===== config.mk =====
export PLATFORM = sky130hd
export DESIGN_NAME = z80_accumulator_flag_unit
export DESIGN_NICKNAME = d
export VERILOG_FILES = /design/src/z80af_pkg.sv /design/src/z80af_front.sv /design/src/z80af_queue.sv /design/src/z80af_exec.sv /design/src/z80_accumulator_flag_unit.sv
export VERILOG_INCLUDE_DIRS = /design/src /design/src/src
export SDC_FILE = /design/constraint.sdc
export NUM_CORES = 1
export LEC_CHECK = 0
export ABC_AREA = 1
export BUFFER_PORTS_ARGS = -buffer_cell sky130_fd_sc_hd__buf_2
export CORE_ASPECT_RATIO = 1.4
export CORE_UTILIZATION = 65
export CTS_CLUSTER_SIZE = 25
export DETAILED_ROUTE_END_ITERATION = 7
export GPL_TIMING_DRIVEN = 0
export PLACE_DENSITY = 0.95
export RECOVER_POWER = 100
export REMOVE_ABC_BUFFERS = 1
export SETUP_SLACK_MARGIN = 0.1
export SLEW_MARGIN = 15
export SYNTH_ARGS = -nofsm -noshare
export SYNTH_HDL_FRONTEND = slang
export SYNTH_SLANG_ARGS = --single-unit

===== constraint.sdc =====
create_clock -name clk -period 9.8 [get_ports clk]
set_input_delay 0.98 -clock clk [delete_from_list [all_inputs] [get_ports clk]]
set_output_delay 0.98 -clock clk [all_outputs]
set_load 0.01 [all_outputs]

===== src/assert_macros.svh =====
// Assertion macros shared by the accumulator and flag unit.
`ifndef ASSERT_MACROS_SVH
`define ASSERT_MACROS_SVH

// Clocked check, masked while reset is high.
`define AF_ASSERT(lbl, clk, rst, prop, msg) \
  lbl: assert property (@(posedge clk) disable iff (rst) prop) else $error(msg);

// Clocked check that also holds through reset.
`define AF_ASSERT_ALWAYS(lbl, clk, prop, msg) \
  lbl: assert property (@(posedge clk) prop) else $error(msg);

`endif


===== src/z80af_pkg.sv =====
// Types and constants of the accumulator and flag unit.
package z80af_pkg;

  typedef logic [3:0] op_t;

  localparam op_t OP_DAA    = 4'd0;
  localparam op_t OP_CPL    = 4'd1;
  localparam op_t OP_RLCA   = 4'd2;
  localparam op_t OP_RRCA   = 4'd3;
  localparam op_t OP_RLA    = 4'd4;
  localparam op_t OP_RRA    = 4'd5;
  localparam op_t OP_SCF    = 4'd6;
  localparam op_t OP_CCF    = 4'd7;
  localparam op_t OP_RLD    = 4'd8;
  localparam op_t OP_RRD    = 4'd9;
  localparam op_t OP_CPI    = 4'd10;
  localparam op_t OP_LDI    = 4'd11;
  localparam op_t OP_NOFLAG = 4'd12;
  localparam op_t OP_LOAD   = 4'd13;
  localparam op_t OP_RSV0   = 4'd14;
  localparam op_t OP_RSV1   = 4'd15;

  localparam logic [7:0] DAA_HI_LIMIT = 8'h99;
  localparam logic [7:0] DAA_HI_ADJ   = 8'h60;
  localparam logic [3:0] DAA_LO_LIMIT = 4'h9;
  localparam logic [7:0] DAA_LO_ADJ   = 8'h06;

  // flag byte bit positions: S Z Y H X P N C
  localparam int FL_C = 0;
  localparam int FL_N = 1;
  localparam int FL_P = 2;
  localparam int FL_X = 3;
  localparam int FL_H = 4;
  localparam int FL_Y = 5;
  localparam int FL_Z = 6;
  localparam int FL_S = 7;

  typedef struct packed {
    logic [3:0] op;
    logic [7:0] data;
    logic [7:0] flags_in;
    logic       count_nonzero;
  } in_word_t;

  typedef struct packed {
    logic [7:0] acc;
    logic [7:0] flag_byte;
    logic [7:0] mem_byte;
    logic       q_out;
  } out_word_t;

  // decoded command held in the queue
  typedef struct packed {
    op_t        op;
    logic [7:0] data;
    logic [7:0] flags_in;
    logic       count_nonzero;
  } cmd_t;

  // queue status seen by the front and back
  typedef struct packed {
    logic full;
    logic empty;
  } queue_status_t;

endpackage


===== src/z80af_front.sv =====
// Front end: accepts input words and folds unused opcodes into the no-flag operation.
module z80af_front (
  input  logic                     cmd_valid,
  output logic                     cmd_ready,
  input  z80af_pkg::in_word_t      cmd,
  input  z80af_pkg::queue_status_t qstat,
  output logic                     push,
  output z80af_pkg::cmd_t          push_cmd
);
  import z80af_pkg::*;

  op_t op_norm;

  always_comb begin
    unique case (cmd.op) inside
      OP_NOFLAG, OP_RSV0, OP_RSV1: op_norm = OP_NOFLAG;
      default:                      op_norm = cmd.op;
    endcase
  end

  assign cmd_ready              = !qstat.full;
  assign push                   = cmd_valid && !qstat.full;
  assign push_cmd.op            = op_norm;
  assign push_cmd.data          = cmd.data;
  assign push_cmd.flags_in      = cmd.flags_in;
  assign push_cmd.count_nonzero = cmd.count_nonzero;

endmodule


===== src/z80af_queue.sv =====
// Short command queue between the front end and the executor.
`include "assert_macros.svh"

module z80af_queue #(
  parameter int DEPTH = 2
) (
  input  logic                     clk,
  input  logic                     rst,
  input  logic                     push,
  input  z80af_pkg::cmd_t          push_cmd,
  input  logic                     pop,
  output z80af_pkg::cmd_t          pop_cmd,
  output z80af_pkg::queue_status_t qstat
);
  import z80af_pkg::*;

  localparam int PW = (DEPTH > 1) ? $clog2(DEPTH) : 1;
  localparam int CW = $clog2(DEPTH + 1);
  localparam logic [PW-1:0] LAST = PW'(DEPTH - 1);
  localparam logic [CW-1:0] FULL_CNT = CW'(DEPTH);

  cmd_t          slots [DEPTH];
  logic [PW-1:0] wr_ptr, wr_ptr_next;
  logic [PW-1:0] rd_ptr, rd_ptr_next;
  logic [CW-1:0] count, count_next;
  logic          do_push, do_pop;

  assign qstat.full  = (count == FULL_CNT);
  assign qstat.empty = (count == '0);
  assign do_push     = push && !qstat.full;
  assign do_pop      = pop && !qstat.empty;
  assign pop_cmd     = slots[rd_ptr];

  always_comb begin
    wr_ptr_next = wr_ptr;
    rd_ptr_next = rd_ptr;
    count_next  = count;
    if (do_push) wr_ptr_next = (wr_ptr == LAST) ? '0 : wr_ptr + 1'b1;
    if (do_pop)  rd_ptr_next = (rd_ptr == LAST) ? '0 : rd_ptr + 1'b1;
    if (do_push && !do_pop) count_next = count + 1'b1;
    else if (do_pop && !do_push) count_next = count - 1'b1;
  end

  always_ff @(posedge clk) begin
    if (rst) begin
      wr_ptr <= '0;
      rd_ptr <= '0;
      count  <= '0;
    end else begin
      wr_ptr <= wr_ptr_next;
      rd_ptr <= rd_ptr_next;
      count  <= count_next;
    end
  end

  always_ff @(posedge clk) begin
    if (do_push) slots[wr_ptr] <= push_cmd;
  end

  `AF_ASSERT(a_count_bound, clk, rst, count <= FULL_CNT, "queue count above depth")
  `AF_ASSERT(a_push_not_full, clk, rst, push |-> !qstat.full, "word pushed into full queue")
  `AF_ASSERT(a_pop_not_empty, clk, rst, pop |-> !qstat.empty, "pop from empty queue")
  `AF_ASSERT(a_count_track, clk, rst, (do_push && !do_pop) |=> (count == $past(count) + 1'b1),
    "queue count missed a push")

endmodule


===== src/z80af_exec.sv =====
// Executor: holds A, F and Q, runs one command per cycle into the result register while the result side accepts.
`include "assert_macros.svh"

module z80af_exec (
  input  logic                     clk,
  input  logic                     rst,
  input  z80af_pkg::queue_status_t qstat,
  input  z80af_pkg::cmd_t          pop_cmd,
  output logic                     pop,
  output logic                     res_valid,
  input  logic                     res_ready,
  output z80af_pkg::out_word_t     res
);
  import z80af_pkg::*;

  logic [7:0] a, a_next;
  logic [7:0] f, f_next;
  logic       q, q_next;
  logic [7:0] mem_next;
  logic       res_valid_next;

  logic [7:0] d;
  logic       c;
  logic [7:0] daa_hi, daa_lo;
  logic       daa_c;
  logic [7:0] cp_n, cp_t, ld_t;
  logic       cp_h;
  logic [7:0] rot;
  logic [7:0] yx_keep;

  assign d   = pop_cmd.data;
  assign c   = f[FL_C];
  assign pop = !qstat.empty && (!res_valid || res_ready);

  always_comb begin
    // decimal adjust: high step, then low step on its result
    daa_c  = c;
    daa_hi = a;
    if (c || (a > DAA_HI_LIMIT)) begin
      daa_hi = f[FL_N] ? a - DAA_HI_ADJ : a + DAA_HI_ADJ;
      daa_c  = 1'b1;
    end
    daa_lo = daa_hi;
    if (f[FL_H] || (daa_hi[3:0] > DAA_LO_LIMIT))
      daa_lo = f[FL_N] ? daa_hi - DAA_LO_ADJ : daa_hi + DAA_LO_ADJ;

    cp_n = a - d;
    cp_h = a[4] ^ d[4] ^ cp_n[4];
    cp_t = cp_n - {7'd0, cp_h};
    ld_t = a + d;

    // X and Y survive SCF/CCF only when Q is clear: the previous op was a load or left flags alone
    yx_keep = q ? 8'h00 : (f & 8'h28);
  end

  always_comb begin
    a_next   = a;
    f_next   = f;
    q_next   = 1'b1;
    mem_next = 8'h00;
    rot      = a;
    unique case (pop_cmd.op)
      OP_DAA: begin
        a_next = daa_lo;
        f_next = {daa_lo[7], daa_lo == 8'h00, daa_lo[5], daa_lo[4] ^ a[4],
                  daa_lo[3], ~^daa_lo, f[FL_N], daa_c};
      end
      OP_CPL: begin
        a_next = ~a;
        f_next = {f[FL_S], f[FL_Z], ~a[5], 1'b1, ~a[3], f[FL_P], 1'b1, c};
      end
      OP_RLCA, OP_RRCA, OP_RLA, OP_RRA: begin
        unique case (pop_cmd.op)
          OP_RLCA: rot = {a[6:0], a[7]};
          OP_RRCA: rot = {a[0], a[7:1]};
          OP_RLA:  rot = {a[6:0], c};
          default: rot = {c, a[7:1]};
        endcase
        a_next = rot;
        f_next = {f[FL_S], f[FL_Z], rot[5], 1'b0, rot[3], f[FL_P], 1'b0,
                  (pop_cmd.op == OP_RLCA || pop_cmd.op == OP_RLA) ? a[7] : a[0]};
      end
      OP_SCF: begin
        f_next = {f[FL_S], f[FL_Z], yx_keep[5] | a[5], 1'b0, yx_keep[3] | a[3],
                  f[FL_P], 1'b0, 1'b1};
      end
      OP_CCF: begin
        f_next = {f[FL_S], f[FL_Z], yx_keep[5] | a[5], c, yx_keep[3] | a[3],
                  f[FL_P], 1'b0, ~c};
      end
      OP_RLD, OP_RRD: begin
        if (pop_cmd.op == OP_RLD) begin
          mem_next = {d[3:0], a[3:0]};
          a_next   = {a[7:4], d[7:4]};
        end else begin
          mem_next = {a[3:0], d[7:4]};
          a_next   = {a[7:4], d[3:0]};
        end
        f_next = {a_next[7], a_next == 8'h00, a_next[5], 1'b0, a_next[3],
                  ~^a_next, 1'b0, c};
      end
      OP_CPI: begin
        f_next = {cp_n[7], cp_n == 8'h00, cp_t[1], cp_h, cp_t[3],
                  pop_cmd.count_nonzero, 1'b1, c};
      end
      OP_LDI: begin
        f_next = {f[FL_S], f[FL_Z], ld_t[1], 1'b0, ld_t[3],
                  pop_cmd.count_nonzero, 1'b0, c};
      end
      OP_LOAD: begin
        a_next = d;
        f_next = pop_cmd.flags_in;
        q_next = 1'b0;
      end
      default: begin
        q_next = 1'b0;
      end
    endcase
  end

  always_comb begin
    res_valid_next = res_valid;
    if (pop) res_valid_next = 1'b1;
    else if (res_ready) res_valid_next = 1'b0;
  end

  always_ff @(posedge clk) begin
    if (rst) begin
      a         <= 8'h00;
      f         <= 8'h00;
      q         <= 1'b0;
      res_valid <= 1'b0;
    end else begin
      res_valid <= res_valid_next;
      if (pop) begin
        a <= a_next;
        f <= f_next;
        q <= q_next;
      end
    end
  end

  always_ff @(posedge clk) begin
    if (pop) begin
      res.acc       <= a_next;
      res.flag_byte <= f_next;
      res.mem_byte  <= mem_next;
      res.q_out     <= q_next;
    end
  end

  `AF_ASSERT(a_pop_fills, clk, rst, pop |=> res_valid, "executed word not presented")
  `AF_ASSERT(a_res_tracks_state, clk, rst, $past(pop) |-> (res.acc == a && res.flag_byte == f
    && res.q_out == q), "result word differs from held state")
  `AF_ASSERT(a_load_clears_q, clk, rst, (pop && pop_cmd.op == OP_LOAD) |=> !q,
    "load left Q set")
  `AF_ASSERT(a_stall_holds_state, clk, rst, !pop |=> ($stable(a) && $stable(f)),
    "state moved without a pop")

endmodule


===== src/z80_accumulator_flag_unit.sv =====
// Z80 accumulator and flag unit: front end, command queue and executor.
// An accepted word goes into the queue and is then popped into the result register.
// Throughput: one word per cycle while the result side accepts (single pass over A, F).
// The queue takes up to QUEUE_DEPTH words while the result side stalls.
// Reset (synchronous, active high) clears A, F, Q, the queue and the result valid.
module z80_accumulator_flag_unit #(
  parameter int QUEUE_DEPTH = 2
) (
  input  logic                 clk,
  input  logic                 rst,
  input  logic                 cmd_valid,
  output logic                 cmd_ready,
  input  z80af_pkg::in_word_t  cmd,
  output logic                 res_valid,
  input  logic                 res_ready,
  output z80af_pkg::out_word_t res
);
  import z80af_pkg::*;

  queue_status_t qstat;
  cmd_t          push_cmd, pop_cmd;
  logic          push, pop;

  z80af_front u_front (
    .cmd_valid (cmd_valid),
    .cmd_ready (cmd_ready),
    .cmd       (cmd),
    .qstat     (qstat),
    .push      (push),
    .push_cmd  (push_cmd)
  );

  z80af_queue #(
    .DEPTH (QUEUE_DEPTH)
  ) u_queue (
    .clk      (clk),
    .rst      (rst),
    .push     (push),
    .push_cmd (push_cmd),
    .pop      (pop),
    .pop_cmd  (pop_cmd),
    .qstat    (qstat)
  );

  z80af_exec u_exec (
    .clk       (clk),
    .rst       (rst),
    .qstat     (qstat),
    .pop_cmd   (pop_cmd),
    .pop       (pop),
    .res_valid (res_valid),
    .res_ready (res_ready),
    .res       (res)
  );

endmodule


Yosys cells after proc, flatten, opt, wreduce, memory -nomap -nowiden:

Memories as Yosys holds them, arrays and structs flattened. A register that Yosys moved wholly into a read port is not among the register bits.
Index checks and enable logic that the tools add are counted.
W data, S select, Z words.

* register bits after elaboration: 47
* bits in latches: 0
* bits in writable memories: 42
* memory bits (read-only): 0
* bits of input ports: 25
* output and inout port bits: 27
* word-level logic and storage cells: 103
* memories kept: 1

Memories
* u_queue.slots: depth 2, width 21, read ports 1, clocked after memory_dff 1, wr ports 1, RTL line z80af_queue.sv:22 `cmd_t slots [DEPTH];`

* $add $sub $neg: 11
* multipliers: 0
* div/mod/pow operators: 0
* $lt $le $gt $ge: 2
* eq/ne operators: 16
* shift operators: 0
* multiplexer cells: 25
* bitwise logic cells: 9
* reductions and logical operators: 28

Operator list (count)
* $pmux W8 S9: 1
* $mux W8: 6
* $pmux W8 S5: 1
* $eq A4 B4 Y1 const B: 8
* $logic_not A8 Y1: 3
* $pmux W8 S3: 1
* $eq A4 B3 Y1 const B: 4
* $reduce_xnor A8 Y1: 2
* $reduce_or A12 Y1: 1
* $mux W1: 11
* $add A8 B3 Y8 const B: 1
* $add A8 B7 Y8 const B: 1
* $eq A4 B2 Y1 const B: 2
* $gt A8 B8 Y1 const B: 1
* $mux W4: 2
* $not A8 Y8: 1
* $sub A8 B3 Y8 const B: 1
* $sub A8 B7 Y8 const B: 1
* $sub A8 B8 Y8: 1
* $logic_and A1 B1 Y1: 6
* $mux W6: 1
* $logic_not A1 Y1: 5
* $add A4 B4 Y4: 1
* $eq A4 B1 Y1 const B: 1
* other kinds (17): 28

Longest topological paths before layout:

* depth in word-level cells: 8
* depth in mapped cells: 28
* gate-level depth less buffers: 27

Modules after synthesis:

A second synthesis with hierarchy kept.

* cell total of the unflattened synthesis: 643
* area total of the unflattened synthesis: 5669.2 um^2

Modules (own cells, without submodules)
* z80af_exec: instances 1, cells each 515, area each 3737.3 um^2, seq. area each 1111.1 um^2
* z80af_queue: instances 1, cells each 102, area each 1765.4 um^2, seq. area each 1361.3 um^2
* z80af_front: instances 1, cells each 26, area each 166.4 um^2, seq. area each 0.0 um^2

Worst setup path after synthesis:

Ideal clock, no wire load.

* path kind: register to register
* from: reg u_exec.a[6]
* to: reg u_exec.f[2]
* library setup time: 0.115 ns
* arrival time: 3.065 ns
* required time: 9.685 ns
* slack: 6.619 ns
* cell stages (with the launch flop): 25
* path buffers: 0
* period minus slack after synthesis: 3.181 ns
* cell sequence: dfxtp_1 > inv_1 > ha_1 > nand2_1 > inv_1 > nand2_1 > nand2_1 > nand2_1 > nand2_1 > nand2_1 > nand2_1 > ha_1 > nand2_1 > or2_2 > nand3_1 > nand2_1 > nand3_1 > nand2_1 > ha_1 > xnor2_1 > xnor2_1 > a21oi_1 > o21ai_1 > o21ai_0 > inv_1

* word-level cells in the longest chain between the ends: 8
* elaborated cells between the ends (all ways): 16

RTL lines
* start: declaration: RTL line z80af_exec.sv:16 `logic [7:0] a, a_next;`
* start signal: assignment: RTL line z80af_exec.sv:136 `a <= a_next;`
* $add A8 B7 Y8 (tied with other cells): RTL line z80af_exec.sv:40 `daa_hi = f[FL_N] ? a - DAA_HI_ADJ : a + DAA_HI_ADJ;`
* $mux W8 or $logic_or A1 B1 Y1 (tied branches): RTL line z80af_exec.sv:40, z80af_exec.sv:39
* $mux W8: RTL line z80af_exec.sv:39 `if (c || (a > DAA_HI_LIMIT)) begin`
* $add A8 B3 Y8 (tied with other cells): RTL line z80af_exec.sv:45 `daa_lo = f[FL_N] ? daa_hi - DAA_LO_ADJ : daa_hi + DAA_LO_ADJ;`
* $mux W8 or $logic_or A1 B1 Y1 (tied branches): RTL line z80af_exec.sv:45, z80af_exec.sv:44
* $mux W8: RTL line z80af_exec.sv:44 `if (f[FL_H] || (daa_hi[3:0] > DAA_LO_LIMIT))`
* $reduce_xnor A8 Y1: RTL line z80af_exec.sv:66 `daa_lo[3], ~^daa_lo, f[FL_N], daa_c};`
* $pmux W8 S9 *: RTL line z80af_exec.sv:62 `unique case (pop_cmd.op)`
* net u_exec.f_next[2]: RTL line z80af_exec.sv:17 `logic [7:0] f, f_next;`
* end signal: assignment: RTL line z80af_exec.sv:137 `f <= f_next;`
* end: declaration: RTL line z80af_exec.sv:17

The timed path passes the listed nets; every way through them passes the cells marked *. The select of a mux whose other input is x is not followed.
A chain may end at the register's enable or synchronous reset.

Final worst setup path:

* from: in res_ready
* to: reg u_queue.count[1]

* word-level cells in the longest chain between the ends: 6
* elaborated cells between the ends (all ways): 8

RTL lines
* start: declaration: RTL line z80_accumulator_flag_unit.sv:15 `input logic res_ready,`
* $logic_or A1 B1 Y1 *: RTL line z80af_exec.sv:33 `assign pop = !qstat.empty && (!res_valid || res_ready);`
* $logic_and A1 B1 Y1 *: RTL line z80af_exec.sv:33
* $logic_and A1 B1 Y1 *: RTL line z80af_queue.sv:31 `assign do_pop = pop && !qstat.empty;`
* $logic_not A1 Y1: RTL line z80af_queue.sv:40 `if (do_push && !do_pop) count_next = count + 1'b1;`
* $logic_and A1 B1 Y1: RTL line z80af_queue.sv:40
* $mux W2 or $reduce_bool A2 Y1 (tied branches)
* end signal: assignment: RTL line z80af_queue.sv:52 `count <= count_next;`
* end: declaration: RTL line z80af_queue.sv:25 `logic [CW-1:0] count, count_next;`

Every way passes the cells marked *; elsewhere a longest branch is shown, timed or not.

==> impl_metrics.csv <==
group,metric,value,unit
cts,cts_resized,0,
cts,cts_max_path_buffers,2,
worst_setup_path,critPathRequiredTime,10.04,ns
timing,min_period_over_period,50.1,%
global_route,antenna_found_initial,0,
synthesis,synth_ff_type,"edfxtp_1",
placed_design,hpwl,11100,um
timing,fin_setup_tns,0,ns
timing,slew_violations,30,
outcome,violations,"capacitance limit, slew limit",
power_and_ir_drop,cellPowerDensity,363,mW/mm^2
drt,drc,0,
cts,cts_tree,"yes",
final_layout,syn2layout_area_growth,8.16,%
power_and_ir_drop,ir_drop,0.202,mV
worst_setup_path,end_kind,"flop",
global_route,grt_overflow_total,0,
synthesis,syn_avg_cell_area,8.36,sq um
worst_setup_path,cp_common_cell,"a21oi_1",
synthesis,synth_top_area_cell,"edfxtp_1",
worst_setup_path,cp_slowest_cell,"clkbuf_1",
final_layout,final_util,71.9,%
global_route,grt_pass1_wl,23100,um
cts,cts-buffers-inserted,9,
cts,clk_pin_slew,0.07,ns
final_layout,antenna-diode-count,0,
drt,wl,14700,um
placed_design,gp_congestion,0.947,
worst_setup_path,max_stage_delay,1.23,ns
synthesis,yosys-top-cells-area,"edfxtp_1 (35%), nand2_1 (10%), dfxtp_1 (8.1%)",
worst_setup_path,arrival,5.15,ns
power_and_ir_drop,power_leakage,0.00276,uW
timing,hold_viol,0,
synthesis,synth_edf_count,67,
global_route,grtUsageTotal,34.1,%
floorplan,io-pin-count,52,
final_layout,drive_gt1_share,11.1,%
timing,worstMarginPinSlew,1.60,ns
synthesis,synthArstFlopShare,0,%
final_layout,nets,783,
cts,cts.sinks,90,
worst_setup_path,crit_type,"input pin to flop",
floorplan,initial_core_util,66.5,%
drt,antenna_left,0,
drt,vias_per_cell,5.92,
synthesis,synth_seq_cells,90,
floorplan,coreArea,0.00856,sq mm
worst_setup_path,cp_cell_sequence,"buf_2 > nor2_1 > a21oi_1 > clkbuf_1 > inv_1 > ha_1 > a21oi_1 > o21ai_0 > o21ai_0 > a21oi_1",
job,maxCapViolCount,1,
cts,post_cts_buffers,0,
min_path,hold_class,"flop to flop",
final_layout,multi_input_area,0.00269,sq mm
timing,period_minus_slack,4.91,ns
global_route,grt_pass1_vias,4931,
synthesis,synth_top_area_share,35.4,%
worst_setup_path,cp_max_fo,29,
placed_design,portBuffers,51,
floorplan,die_area,0.00914,sq mm
final_layout,regArea,0.00247,sq mm
timing,setup_viol,0,
drt,firstDrtPassIters,7,
timing,skew,0.00953,ns
drt,vias,4952,
synthesis,synth.yosys.seq_area_share,43.4,%
synthesis,ys.warnings.count,0,
outcome,outcome,"complete, but fails checks",
synthesis,netlist_area,0.00569,sq mm
cts,h-tree-depth,3,
cts,insertion_delay,0.35,ns
floorplan,die_w,81.1,um
cts,hold_buffers,0,
global_route,grt_max_degree,30,
synthesis,syn_inst,681,
final_layout,fill_cells,717,
synthesis,yosysUniqueCellTypes,46,
worst_setup_path,start_kind,"input pin",
cts,cts-root-buf,"clkbuf_16",
floorplan,die_h,113,um
timing,rsz0062_at_grt,"no",
timing,max_freq,0.204,GHz
floorplan,rows,40,
timing,max-slew-margin-rel,-6.80,%
drt,first_iter_violations,372,
drt,wire_per_inst,17.6,um
## kinds of logic after synthesis
kind of cell             share of synthesized area (%)
AND/OR/NAND/NOR                                   27.8
adder cells (fa/ha/maj)                           7.21
multiplexers                                      1.06
flip-flops                                        43.4
buffers and inverters                             7.83
AO/OA/AOI/OAI                                     10.5
XOR/XNOR                                          2.15
## synth_stat cells, types with 2 or more instances
library cell,instances
a21oi_1,44
a31oi_1,2
buf_2,8
clkbuf_1,8
dfxtp_1,23
edfxtp_1,67
fa_1,3
ha_1,28
inv_1,77
inv_2,11
mux2i_1,6
nand2_1,154
nand2_2,14
nand2_4,6
nand3_1,49
nand3b_1,2
nand4_1,16
nor2_1,62
nor2_2,2
nor2_4,6
nor2_8,2
nor3_1,5
o2111ai_1,3
o211ai_1,4
o21a_1,5
o21ai_0,18
o21ai_1,8
o21ai_2,7
o22ai_1,4
or2_1,4
or2_2,6
xnor2_1,8
xor2_1,6
## through the flow
| step | cells | hold slack (ns) | setup slack (ns) | total power [uW] | cell area, sq um |
|---|---|---|---|---|---|
| global placement | 818 | 0.436 | 3.73 | 1860 | 5970 |
| global route | 837 | 0.494 | 4.47 | 2400 | 6150 |
| detailed placement | 821 | 0.449 | 5.80 | 1930 | 6030 |
| CTS | 837 | 0.466 | 5.79 | 2280 | 6330 |
| floorplan | 662 | 0.425 | 5.07 | 1570 | 5580 |
| finish | 837 | 0.474 | 4.89 | 2240 | 6150 |
## where the power goes
group | total, uW | internal (uW) | switching, uW
clock | 348 | 200 | 147
combinational | 1220 | 409 | 815
sequential | 665 | 567 | 97.9
total | 2240 | 1180 | 1060
## cells in the final DEF (no fill, tap or decap), types with 5 or more instances in the layout
cell and instances:
ha_1 28, nand3_1 49, clkbuf_16 9, o21a_1 5
nand2_1 162, inv_2 10, buf_2 19, inv_1 78
o21ai_0 24, nand4_1 16, nor3_1 5, dfxtp_1 23
clkbuf_1 36, xor2_1 6, mux2i_1 6, o21ai_2 6
edfxtp_1 67, nor2_4 5, xnor2_1 8, a21oi_1 44
nor2_1 65, or2_2 6, nand2_2 11
## cell type report
class	count	share of cell area, %
Clock buffer	10	3.72
Sequential cell	90	40.2
Timing Repair Buffer	54	3.68
Inverter	89	5.45
Multi-Input combinational cell	483	43.7
Clock inverter	6	1.16
Tap cell	105	2.13
## flip-flops by register name (all words and copies together), names as in the netlist, 2 cells and up, named ones only
name           cells
u_queue.slots     42
u_exec.res        25
u_queue.count      2
u_exec.f           8
u_exec.a           8
## worst max-delay path, delay by kind of cell
kind	cells	cell delay (ns)
AO/OA/AOI/OAI	5	1.49
buffers and inverters	3	2.10
AND/OR/NAND/NOR	1	0.05
adder cells (fa/ha/maj)	1	0.54
## worst paths after layout
kind,from,to,slack [ns],depth (start not counted)
setup / recovery,res_ready,u_queue.count[1],4.89,10
setup reg to reg,flop,u_exec.f[2],4.95,18
hold reg to reg,u_queue.rd_ptr,u_queue.rd_ptr,0.47,1
hold / removal,u_queue.rd_ptr,u_queue.rd_ptr,0.47,1
## per-layer routing
metal / up-vias / wire length (um) / track usage, %
li1: 2365 / - / -
met1: 2327 / 5600 / 37.2
met2: 197 / 7610 / 59.9
met3: 63 / 792 / 7.02
met4: 0 / 721 / 19.0
met5: - / 0 / 0
Power figures use the tool's default switching activity.
